<file path="src/design/signed_int_list_parser_top_assert.svh">
// Assertion macros shared by the parser RTL.
// Each macro samples on the rising edge of clk and is disabled while rst_n is low.
// Keep commas out of the expression arguments.
`ifndef SIGNED_INT_LIST_PARSER_TOP_ASSERT_SVH
`define SIGNED_INT_LIST_PARSER_TOP_ASSERT_SVH

// Antecedent implies consequent in the same cycle.
`define SIL_ASSERT_IMP(lbl, ante, cons, msg) \
  lbl: assert property (@(posedge clk) disable iff (!rst_n) (ante) |-> (cons)) \
    else $error(msg);

// Antecedent implies consequent in the next cycle.
`define SIL_ASSERT_NXT(lbl, ante, cons, msg) \
  lbl: assert property (@(posedge clk) disable iff (!rst_n) (ante) |=> (cons)) \
    else $error(msg);

// Condition holds at every edge out of reset.
`define SIL_ASSERT_ALW(lbl, cond, msg) \
  lbl: assert property (@(posedge clk) disable iff (!rst_n) (cond)) \
    else $error(msg);

`endif

</file>
<file path="src/design/sil_pkg.sv">
`default_nettype none
package sil_pkg;

  typedef enum logic [2:0] {
    ST_OK       = 3'd0,
    ST_BADCHAR  = 3'd1,
    ST_NODIGITS = 3'd2,
    ST_RANGE    = 3'd3,
    ST_NOWORDS  = 3'd4
  } status_t;

  localparam logic [7:0]  CH_MINUS   = 8'h2D;
  localparam logic [7:0]  CH_PLUS    = 8'h2B;
  localparam logic [7:0]  CH_ZERO    = 8'h30;
  localparam logic [7:0]  CH_NINE    = 8'h39;
  localparam logic [7:0]  DELIM_RST  = 8'd32;
  localparam logic [31:0] POS_LIMIT  = 32'h7FFF_FFFF;
  localparam logic [31:0] NEG_LIMIT  = 32'h8000_0000;

  // One result as it waits in the output queue.
  typedef struct packed {
    logic signed [31:0] number;
    logic               is_status;
    status_t            status;
    logic               run_end;
  } res_t;

endpackage
`default_nettype wire

</file>
<file path="src/design/sil_res_fifo.sv">
`default_nettype none
module sil_res_fifo #(
  parameter int DEPTH = 4
) (
  input  wire logic          clk,
  input  wire logic          rst_n,
  input  wire logic          push0,
  input  wire sil_pkg::res_t push0_data,
  input  wire logic          push1,
  input  wire sil_pkg::res_t push1_data,
  output logic               room2,
  output logic               head_valid,
  output sil_pkg::res_t      head_data,
  input  wire logic          pop
);
  import sil_pkg::*;

  localparam int CW = $clog2(DEPTH + 1);

  res_t          mem_r   [DEPTH];
  res_t          mem_nxt [DEPTH];
  logic [CW-1:0] count_r;
  logic [CW-1:0] count_nxt;
  logic [CW-1:0] base;
  logic          pop_ok;

  assign pop_ok     = pop && (count_r != '0);
  assign head_valid = (count_r != '0);
  assign head_data  = mem_r[0];
  assign room2      = (count_r <= CW'(DEPTH - 2));
  assign base       = count_r - CW'(pop_ok);

  // Entries shift toward the head on a pop; new results land behind the survivors.
  always_comb begin
    for (int i = 0; i < DEPTH; i++) begin
      if (pop_ok && (i + 1 < DEPTH)) begin
        mem_nxt[i] = mem_r[(i + 1) % DEPTH];
      end else begin
        mem_nxt[i] = mem_r[i];
      end
      if (push0 && (base == CW'(i))) begin
        mem_nxt[i] = push0_data;
      end
      if (push1 && (base + CW'(1) == CW'(i))) begin
        mem_nxt[i] = push1_data;
      end
    end
    count_nxt = base + CW'(push0) + CW'(push1);
  end

  always_ff @(posedge clk) begin
    if (!rst_n) begin
      count_r <= '0;
    end else begin
      count_r <= count_nxt;
    end
  end

  always_ff @(posedge clk) begin
    for (int i = 0; i < DEPTH; i++) begin
      mem_r[i] <= mem_nxt[i];
    end
  end

`include "signed_int_list_parser_top_assert.svh"
  `SIL_ASSERT_ALW(a_count_bound, count_r <= CW'(DEPTH), "result queue count beyond depth")
  `SIL_ASSERT_IMP(a_no_overflow, push0 && !room2, 1'b0, "push while result queue is full")

endmodule
`default_nettype wire

</file>
<file path="src/design/signed_int_list_parser_top.sv">
`default_nettype none
// Channel   Direction  Ports                    Contents
// in_       slave      tvalid tready tdata tlast text byte, end of text on tlast
// out_      master     tvalid tready tdata tuser tlast  number, status, kind, run_end flag
// cfg_      write      wr_en wr_data            delimiter byte
//
// One text byte is accepted per cycle while in_tready is high; its results are
// registered into the result queue, so out_tvalid follows in the cycle after the request.
// A byte gives zero, one or two results; two only on the final byte of a text,
// and those leave the output one after the other.
// in_tready depends only on the queue fill: it stays high while two free slots remain.
// Reset (synchronous, active low) empties the queue, clears all word state and
// sets the delimiter to 32 (space).
// A stalled output keeps its result on out_tdata until taken.
module signed_int_list_parser_top #(
  parameter int FIFO_DEPTH = 4
) (
  input  wire logic        clk,
  input  wire logic        rst_n,
  // Input requests.
  input  wire logic        in_tvalid,
  output logic             in_tready,
  input  wire logic [7:0]  in_tdata,   // [7:0] text_byte
  input  wire logic        in_tlast,   // end_of_text
  // Result requests.
  output logic             out_tvalid,
  input  wire logic        out_tready,
  output logic [39:0]      out_tdata,  // [31:0] number, [34:32] status, [39:35] zero
  output logic             out_tuser,  // is_status
  output logic             out_tlast,  // run_end
  // Delimiter register write.
  input  wire logic        cfg_wr_en,
  input  wire logic [7:0]  cfg_wr_data
);
  import sil_pkg::*;

  logic [7:0]  delimiter_r;
  logic        inside_word_r,   inside_word_nxt;
  logic        negative_sign_r, negative_sign_nxt;
  logic        sign_taken_r,    sign_taken_nxt;
  logic        digit_taken_r,   digit_taken_nxt;
  logic [31:0] magnitude_r,     magnitude_nxt;
  logic        word_found_r,    word_found_nxt;
  status_t     first_error_r,   first_error_nxt;

  logic        accept;
  logic        is_delim;
  logic        is_digit;
  logic        is_sign;
  logic [35:0] prod;
  logic [31:0] mag_sat;
  // Word state after the byte itself has been handled.
  logic        iw1, neg1, st1, dt1, wf1;
  logic [31:0] mag1;
  status_t     fe1, fe2;
  logic        finish;
  logic        val_push;
  status_t     final_status;
  res_t        val_res, stat_res;
  logic        push0, push1;
  res_t        push0_data, push1_data;
  res_t        head;

  assign accept   = in_tvalid && in_tready;
  assign is_delim = (in_tdata != 8'd0) && (in_tdata == delimiter_r);
  assign is_digit = (in_tdata >= CH_ZERO) && (in_tdata <= CH_NINE);
  assign is_sign  = (in_tdata == CH_MINUS) || (in_tdata == CH_PLUS);

  // Times ten plus digit; a carry past 32 bits saturates the magnitude.
  assign prod    = {1'b0, magnitude_r, 3'b000} + {3'b000, magnitude_r, 1'b0}
                 + {32'd0, in_tdata[3:0]};
  assign mag_sat = (prod[35:32] != 4'd0) ? 32'hFFFF_FFFF : prod[31:0];

  always_comb begin
    iw1  = inside_word_r;
    neg1 = negative_sign_r;
    st1  = sign_taken_r;
    dt1  = digit_taken_r;
    mag1 = magnitude_r;
    wf1  = word_found_r;
    fe1  = first_error_r;
    if (!is_delim) begin
      iw1 = 1'b1;
      wf1 = 1'b1;
      if (is_digit) begin
        mag1 = mag_sat;
        dt1  = 1'b1;
      end else if (is_sign && !inside_word_r) begin
        st1  = 1'b1;
        neg1 = (in_tdata == CH_MINUS);
      end else if (first_error_r == ST_OK) begin
        fe1 = ST_BADCHAR;
      end
    end

    // A delimiter or the final byte closes any open word.
    finish   = (is_delim || in_tlast) && iw1;
    fe2      = fe1;
    val_push = 1'b0;
    if (finish) begin
      if (!dt1) begin
        if (fe1 == ST_OK) fe2 = ST_NODIGITS;
      end else if (neg1 ? (mag1 > NEG_LIMIT) : (mag1 > POS_LIMIT)) begin
        if (fe1 == ST_OK) fe2 = ST_RANGE;
      end else if (fe1 == ST_OK) begin
        val_push = 1'b1;
      end
    end

    if (fe2 != ST_OK) begin
      final_status = fe2;
    end else if (!wf1) begin
      final_status = ST_NOWORDS;
    end else begin
      final_status = ST_OK;
    end

    val_res.number    = neg1 ? $signed(32'd0 - mag1) : $signed(mag1);
    val_res.is_status = 1'b0;
    val_res.status    = ST_OK;
    val_res.run_end   = !in_tlast;

    stat_res.number    = 32'sd0;
    stat_res.is_status = 1'b1;
    stat_res.status    = final_status;
    stat_res.run_end   = 1'b1;

    // Pack results into the queue in order: value first, status behind it.
    push0      = accept && (val_push || in_tlast);
    push1      = accept && val_push && in_tlast;
    push0_data = val_push ? val_res : stat_res;
    push1_data = stat_res;

    if (in_tlast || finish) begin
      inside_word_nxt   = 1'b0;
      negative_sign_nxt = 1'b0;
      sign_taken_nxt    = 1'b0;
      digit_taken_nxt   = 1'b0;
      magnitude_nxt     = 32'd0;
    end else begin
      inside_word_nxt   = iw1;
      negative_sign_nxt = neg1;
      sign_taken_nxt    = st1;
      digit_taken_nxt   = dt1;
      magnitude_nxt     = mag1;
    end
    word_found_nxt  = in_tlast ? 1'b0  : wf1;
    first_error_nxt = in_tlast ? ST_OK : fe2;
  end

  always_ff @(posedge clk) begin
    if (!rst_n) begin
      delimiter_r     <= DELIM_RST;
      inside_word_r   <= 1'b0;
      negative_sign_r <= 1'b0;
      sign_taken_r    <= 1'b0;
      digit_taken_r   <= 1'b0;
      magnitude_r     <= 32'd0;
      word_found_r    <= 1'b0;
      first_error_r   <= ST_OK;
    end else begin
      if (cfg_wr_en) begin
        delimiter_r <= cfg_wr_data;
      end
      if (accept) begin
        inside_word_r   <= inside_word_nxt;
        negative_sign_r <= negative_sign_nxt;
        sign_taken_r    <= sign_taken_nxt;
        digit_taken_r   <= digit_taken_nxt;
        magnitude_r     <= magnitude_nxt;
        word_found_r    <= word_found_nxt;
        first_error_r   <= first_error_nxt;
      end
    end
  end

  sil_res_fifo #(
    .DEPTH (FIFO_DEPTH)
  ) u_res_fifo (
    .clk        (clk),
    .rst_n      (rst_n),
    .push0      (push0),
    .push0_data (push0_data),
    .push1      (push1),
    .push1_data (push1_data),
    .room2      (in_tready),
    .head_valid (out_tvalid),
    .head_data  (head),
    .pop        (out_tready)
  );

  assign out_tdata = {5'd0, head.status, head.number};
  assign out_tuser = head.is_status;
  assign out_tlast = head.run_end;

`include "signed_int_list_parser_top_assert.svh"
  `SIL_ASSERT_NXT(a_text_end_clears, accept && in_tlast,
    !inside_word_r && !word_found_r && (first_error_r == ST_OK),
    "state not cleared after end of text")
  `SIL_ASSERT_IMP(a_two_only_at_end, push1, push0 && in_tlast,
    "two results from a byte that does not end the text")
  `SIL_ASSERT_IMP(a_no_value_after_error, accept && (first_error_r != ST_OK), !val_push,
    "value result emitted after an error")

endmodule
`default_nettype wire
</file>
<file path="config.mk">
export PLATFORM = sky130hd
export DESIGN_NAME = signed_int_list_parser_top
export DESIGN_NICKNAME = d
export VERILOG_FILES = /design/src/design/sil_pkg.sv /design/src/design/sil_res_fifo.sv /design/src/design/signed_int_list_parser_top.sv
export VERILOG_INCLUDE_DIRS = /design/src /design/src/design
export SDC_FILE = /design/constraint.sdc
export NUM_CORES = 1
export LEC_CHECK = 0
export BUFFER_PORTS_ARGS = -buffer_cell sky130_fd_sc_hd__buf_2
export CAP_MARGIN = 20
export CORE_AREA = 2 2 227 162
export DETAILED_ROUTE_END_ITERATION = 7
export DIE_AREA = 0 0 229 164
export GPL_TIMING_DRIVEN = 0
export PLACE_DENSITY = 0.52
export RECOVER_POWER = 50
export SLEW_MARGIN = 25
export SYNTH_ARGS = -nofsm -noshare
export SYNTH_HDL_FRONTEND = slang
export SYNTH_SLANG_ARGS = --single-unit
</file>
<file path="constraint.sdc">
create_clock -name clk -period 11.9 [get_ports clk]
set_clock_uncertainty 0.1 [all_clocks]
set_input_delay 1.785 -clock clk [delete_from_list [all_inputs] [get_ports clk]]
set_output_delay 1.785 -clock clk [all_outputs]
set_load 0.005 [all_outputs]
</file>
==> flow_summary.json, run 1 <==
{
  "status": "complete, no violations",
  "finalSetupViolations": 0,
  "grt_pass1_vias": 11422,
  "cp_max_fo": 10,
  "diodes": 0,
  "hold_violations": 0,
  "final_antenna_net_count": 0,
  "nNetsFinal": 1777,
  "grt_max_degree": 17,
  "die_w_microns": 229,
  "arrival_ns": 10.04,
  "internal_power_mw": 1.259,
  "cp_data_required_time_ns": 11.95,
  "cts_max_path_buffers": 2,
  "rows": 58,
  "cts_root_buf": "clkbuf_16",
  "period_needed_ns": 9.992,
  "pwr-share-comb_pct": 30.1,
  "drc": 0,
  "crit_path_cell_trace": "clkbuf_1, fa_1, inv_1, fa_1, nand2b_1, a211oi_1, o211a_1, o211ai_1, and3_1, nor4_1, clkbuf_1, a31oi_1, nor4_1, and4_1, clkbuf_1, a31oi_1, nor3_1, nand2_1, buf_2, nand2_1",
  "numCtsBuffers": 17,
  "crit_top_cell": "clkbuf_1",
  "swShare_pct": 35.04,
  "total_power_mw": 1.938,
  "power_frac_clock_pct": 30.2,
  "area_growth_pct": 9.878,
  "synthArstFlopShare_pct": 0,
  "cts_tree": "yes",
  "cp_slowest_cell": "nor4_1",
  "initial_core_util_pct": 37.56,
  "place.gp.congestion": 0.9349,
  "grt.total_usage_pct": 23.83,
  "synth-edff-count": 12,
  "syn_area_sq_mm": 0.01330,
  "synth_top_cell_area_share_pct": 28.00,
  "maxCapViolCount": 0,
  "first_pass_iters": 5,
  "fill_cells": 3763,
  "postCtsSetupBuffers": 0,
  "ctsResizeCount": 0,
  "antenna_found_initial": 0,
  "portBuffers": 58,
  "cpPeakStageDelay_ns": 0.98,
  "worstMarginPinSlew_ns": 1.359,
  "synth-seq-cells": 198,
  "yosysTopAreaCell": "dfxtp_1",
  "path_buf_inv": 5,
  "worstSetupStartpointType": "input port",
  "netlist_instances": 1603,
  "cp_top_family": "simple AND/OR/NAND/NOR gates",
  "period_share_pct": 83.97,
  "hold_class": "register to register",
  "synth_common_cells": "214 x nand2_1, 186 x dfxtp_1, 170 x nor2_1, 91 x mux2i_1, 84 x a21oi_1",
  "drive_gt1_share_pct": 10.19,
  "overflow": 0,
  "fin_cells": 2177,
  "yosysMostFrequentCell": "nand2_1",
  "end_kind": "register",
  "synth.distinct_cells": 87,
  "path_clk_slew_ns": 0.07,
  "yosys_warnings": 0,
  "peakVddDrop_mv": 0.09127,
  "coreArea_sq_mm": 0.03541,
  "synth_area_leaders": "dfxtp_1 28%, mux2i_1 6.8%, ha_1 6.3%, nand2_1 6.0%, nor2_1 4.8%",
  "cts_htree_levels": 4,
  "pwr_density_cell_mw_per_mm2": 132.6,
  "die_h_microns": 164,
  "crit_type": "input port to register",
  "via_count": 12321,
  "seq_area_frac_synth_pct": 30.71,
  "dpl.cell_count": 2146,
  "grt_setup_unrepaired": "no",
  "postSynthAreaPerCell_sq_um": 8.297,
  "fin_area_sq_mm": 0.01461,
  "synth_ff_type": "dfxtp_1",
  "hpwl_mm": 35.66,
  "postCtsHoldBufs": 0,
  "wl_per_cell_microns": 20.58,
  "tns_ns": 0,
  "dieArea_sq_mm": 0.03756,
  "relSlewSlack_pct": 8.199,
  "wl_mm": 44.80,
  "num_io_pins": 66,
  "place_area_sq_mm": 0.01421,
  "cts_sinks": 198,
  "drtIter0Drc": 1055,
  "switchingPower_mw": 0.6790,
  "leakagePower_nw": 6.108,
  "grt_pass1_wl_mm": 68.48,
  "drv_slew": 0,
  "insertion_delay_ns": 0.46,
  "seqPwrFrac_pct": 39.7,
  "fmax_mhz": 100.1,
  "vias_per_cell": 5.660
}
## registers in the layout (all words and copies together), names as in the netlist
| signal | cells |
|---|---|
| word_found_r | 1 |
| first_error_r | 3 |
| magnitude_r | 32 |
| u_res_fifo.mem_r | 148 |
| u_res_fifo.count_r | 3 |
| delimiter_r | 8 |
| inside_word_r | 1 |
| digit_taken_r | 1 |
| negative_sign_r | 1 |
## worst reg2reg max path: cells and delay by family, from the launching register on
kind                       cells  cell delay (ns)
adders and majority gates      2             1.05
DFF                            1             0.40
AOI/OAI and AO/OA              5             1.65
and+or+nand+nor                8             4.15
buffers and inverters          4             1.21
## area by class of cell
type | instances | area, sq um | share of cell area [%]
timing repair buffer | 59 | 252.7 | 1.729
clock buffer | 22 | 484.2 | 3.313
multi-input combinational | 1274 | 8488 | 58.08
sequential | 198 | 4084 | 27.95
inverter | 16 | 60.06 | 0.4110
tap | 480 | 600.6 | 4.110
clock inverter | 9 | 90.09 | 0.6164
buffer | 119 | 554.3 | 3.793
## through the flow
stage                     hold slack (ns)  utilization, %  worst slack [ns]
after global routing               0.3764           41.27             1.509
after CTS                          0.3568           41.76             3.412
final                              0.3544           41.27             1.908
after global placement             0.3418           40.11             2.983
after detailed placement           0.3474           40.14             2.958
after floorplan                    0.3312               -             4.746
## power by group through the flow
stage               Clock, mW  Sequential [mW]  Combinational [mW]
floorplan                   0            0.776               0.413
global placement            0            0.782               0.587
detailed placement          0            0.783               0.589
CTS                     0.596            0.768               0.592
global route            0.624            0.775               0.639
finish                  0.586            0.769               0.584
## cell families after synthesis
family | Yosys count | synth area share, %
other cells | 1 | 0.02819
buf+inv | 135 | 4.976
flops | 198 | 30.71
xor+xnor | 58 | 3.819
fa+ha+maj | 70 | 6.754
simple gates | 625 | 22.83
compound gates | 380 | 20.23
mux | 136 | 10.66
## placed cells by master, fill, tap and decap left out, drive strengths merged, types with 43 or more instances in the layout
cell	Yosys	routed
clkbuf	53	125
dfxtp	186	186
nor2	172	172
buf	66	75
mux2	45	45
nand2	214	214
a21oi	84	84
o21ai	47	47
and2	50	50
ha	67	67
a211oi	43	43
mux2i	91	91
## worst paths after layout
path,startpoint,endpoint,slack (ns),depth (start not counted)
min,u_res_fifo.mem_r[3][7],u_res_fifo.mem_r[3][7],0.35,2
max,in_tdata[3],u_res_fifo.mem_r[3][2],1.91,20
min reg2reg,u_res_fifo.mem_r[3][7],u_res_fifo.mem_r[3][7],0.35,2
max reg2reg,magnitude_r[0],u_res_fifo.mem_r[3][2],3.05,19
## layer usage
layer / track usage (%) / routed length (microns) / vias to the layer above / part of all wire [%]
met2: 32.22 / 17030 / 394 / 38
met5: 0 / 0 / - / 0
li1: - / - / 5924 / -
met3: 6.198 / 3677 / 34 / 8.2
met4: 4.044 / 377 / 0 / 0.84
met1: 37.29 / 23720 / 5969 / 53
(Power assumes the default switching activity.)
==> run 2, diff against run 1 <==
--- a/config.mk
+++ b/config.mk
@@ -6,13 +6,14 @@
 export SDC_FILE = /design/constraint.sdc
 export NUM_CORES = 1
 export LEC_CHECK = 0
+export ABC_AREA = 1
 export BUFFER_PORTS_ARGS = -buffer_cell sky130_fd_sc_hd__buf_2
 export CAP_MARGIN = 20
-export CORE_AREA = 2 2 227 162
+export CORE_AREA = 2 2 226 161
 export DETAILED_ROUTE_END_ITERATION = 7
-export DIE_AREA = 0 0 229 164
+export DIE_AREA = 0 0 228 163
 export GPL_TIMING_DRIVEN = 0
-export PLACE_DENSITY = 0.52
+export PLACE_DENSITY = 0.54
 export RECOVER_POWER = 50
 export SLEW_MARGIN = 25
 export SYNTH_ARGS = -nofsm -noshare
==> constraint.sdc (replaced) <==
create_clock -name clk -period 8.1 [get_ports clk]
set_clock_uncertainty 0.1 [all_clocks]
set_input_delay 1.215 -clock clk [delete_from_list [all_inputs] [get_ports clk]]
set_output_delay 1.215 -clock clk [all_outputs]
set_load 0.005 [all_outputs]
==> flow_summary.json, run 2 <==
{
  "grt_pass1_vias": 12016,
  "synthArstFlopShare_pct": 0,
  "synth.distinct_cells": 48,
  "grt.total_usage_pct": 22.04,
  "period_needed_ns": 7.070,
  "hold_slack_ns": 0.3479,
  "peakVddDrop_mv": 0.1497,
  "fmax_mhz": 141.4,
  "seq_area_frac_synth_pct": 31.14,
  "synth-seq-cells": 198,
  "wl_mm": 40.30,
  "rr_worst_depth": 28,
  "nNetsFinal": 2220,
  "worstSetupStartpointType": "input port",
  "r2r_setup_slack_ns": 1.64,
  "status": "complete, no violations",
  "portBuffers": 60,
  "synth-edff-count": 12,
  "cts_tree": "yes",
  "cts_htree_levels": 4,
  "relSlewSlack_pct": 44.75,
  "pwr_density_cell_mw_per_mm2": 283.0,
  "finalSetupViolations": 0,
  "postCtsHoldBufs": 0,
  "synth_area_leaders": "dfxtp_1 28%, nand2_1 24%, ha_1 6.4%, nor2_1 4.8%, inv_1 4.6%",
  "coreArea_sq_mm": 0.03527,
  "insertion_delay_ns": 0.46,
  "ctsResizeCount": 0,
  "postCtsSetupBuffers": 0,
  "crit_end": "u_res_fifo.mem_r[3][1]",
  "netlist_instances": 2045,
  "cpPeakStageDelay_ns": 0.65,
  "leakagePower_nw": 7.766,
  "crit_type": "input port to register",
  "die_w_microns": 228,
  "yosys_warnings": 0,
  "overflow": 0,
  "synth_common_cells": "843 x nand2_1, 186 x dfxtp_1, 166 x nor2_1, 162 x inv_1, 114 x nand3_1",
  "mostFrequentLayoutCells": "850 x nand2_1, 186 x dfxtp_1, 167 x nor2_1",
  "diodes": 0,
  "total_power_mw": 4.113,
  "tns_ns": 0,
  "dieArea_sq_mm": 0.03716,
  "r2r_start": "magnitude_r[0]",
  "hold_violations": 0,
  "worstMarginPinSlew_ns": 0.8257,
  "antenna_found_initial": 0,
  "final_antenna_net_count": 0,
  "end_kind": "register",
  "drive_gt1_share_pct": 9.248,
  "drc": 0,
  "grt_max_degree": 17,
  "arrival_ns": 7.22,
  "rows": 58,
  "largest_reg_flops": 148,
  "drtIter0Drc": 1169,
  "num_io_pins": 66,
  "grt_pass1_wl_mm": 64.52,
  "die_h_microns": 163,
  "place.gp.congestion": 0.9026,
  "final.setup.worst_slack_ns": 1.030,
  "period_share_pct": 87.29,
  "hold_class": "register to register",
  "yosysTopAreaCell": "dfxtp_1",
  "crit_top_cell": "nand2_1",
  "startpoint": "in_tdata[3]",
  "wl_per_cell_microns": 15.38,
  "cts_max_path_buffers": 2,
  "synth_ff_type": "dfxtp_1",
  "cts_sinks": 198,
  "yosysMostFrequentCell": "nand2_1",
  "initial_core_util_pct": 37.19,
  "drv_slew": 0,
  "area_growth_pct": 10.80,
  "hpwl_mm": 32.73,
  "numCtsBuffers": 17,
  "postSynthAreaPerCell_sq_um": 6.414,
  "reg2reg_to": "u_res_fifo.mem_r[3][1]",
  "grt_setup_unrepaired": "no",
  "largestRegisters": "u_res_fifo.mem_r: 148 flops, magnitude_r: 32 flops, delimiter_r: 8 flops",
  "cp_slowest_cell": "nor2_1",
  "first_pass_iters": 7,
  "path_buf_inv": 5,
  "path_clk_slew_ns": 0.07,
  "place_ws_ns": 1.382,
  "layout_commonest_cell": "nand2_1",
  "cp_max_fo": 10,
  "syn_area_sq_mm": 0.01312,
  "synth_top_cell_area_share_pct": 28.39,
  "via_count": 13031,
  "fin_cells": 2621,
  "vias_per_cell": 4.972,
  "cp_num_cells": 29,
  "top_register": "u_res_fifo.mem_r",
  "maxCapViolCount": 0,
  "cts_root_buf": "clkbuf_16",
  "cp_data_required_time_ns": 8.25,
  "cp_top_family": "simple AND/OR/NAND/NOR gates",
  "dpl.cell_count": 2589
}
-- run 2: cell types whose count changed after synthesis, sizes merged, moves of 22 or more --
cell and change:
o21a -24, a211oi -42, o211ai +24, nor3 -22
nand3 +84, and2 -50, a21oi +22, o21ai +25
mux2i -91, nand2 +652, or2 +28, nor2b -36
inv +159, mux2 -45
-- run 2: power breakdown --
group | total, mW | switching, mW | internal, mW
clock network | 0.900 | 0.407 | 0.492
registers | 1.55 | 0.168 | 1.38
logic | 1.66 | 1.08 | 0.583
-- run 2: final cells by class --
cell class	instances	area [sq um]
clock inverter	10	115.1
fill	3853	20740
sequential	198	4084
tap	480	600.6
timing repair buffer	60	269.0
buffer	88	462.9
clock buffer	22	485.5
multi-input combinational	1584	7840
inverter	179	675.6
-- run 2: worst min path at each step --
stage	from	end	slack [ns]	depth (start not counted)
CTS	u_res_fifo.mem_r[0][22]	u_res_fifo.mem_r[0][22]	0.35	2
global route	u_res_fifo.mem_r[0][12]	u_res_fifo.mem_r[0][12]	0.36	2
floorplan	first_error_r[2]	first_error_r[2]	0.32	2
finish	u_res_fifo.mem_r[0][32]	u_res_fifo.mem_r[0][32]	0.35	2
global placement	u_res_fifo.mem_r[0][34]	u_res_fifo.mem_r[0][34]	0.34	2
detailed placement	u_res_fifo.mem_r[0][22]	u_res_fifo.mem_r[0][22]	0.33	2
-- run 2: per-layer routing --
| metal | wire, microns | vias up | global-route usage, % |
|---|---|---|---|
| met5 | 0 | - | 0 |
| met4 | 296 | 0 | 3.773 |
| met3 | 2638 | 22 | 3.624 |
| met2 | 16020 | 313 | 32.07 |
| met1 | 21340 | 6085 | 34.06 |
| li1 | - | 6611 | - |
-- run 2: worst min-delay path, delay by kind of cell, from the launching register on --
kind,cells,cell delay [ns]
DFF,1,0.31
and+or+nand+nor,2,0.10
-- run 2: metrics by stage --
stage / instance area [sq um] / utilization [%]
finish: 14530 / 41.21
global route: 14530 / 41.21
CTS: 14630 / 41.49
detailed placement: 14030 / 39.79
global placement: 14030 / 39.79
floorplan: 13130 / -
-- run 2: cell families (layout without fill, tap and decap cells) --
kind of cell / after synthesis / count (layout) / share of synthesized area (%)
other: 1 / 5 / 0.02859
and+or+nand+nor: 1225 / 1225 / 39.06
DFF: 198 / 198 / 31.14
AOI/OAI and AO/OA: 233 / 233 / 10.66
buffers and inverters: 267 / 359 / 8.852
xor gates and xnor gates: 51 / 51 / 3.406
adders and majority gates: 70 / 70 / 6.849
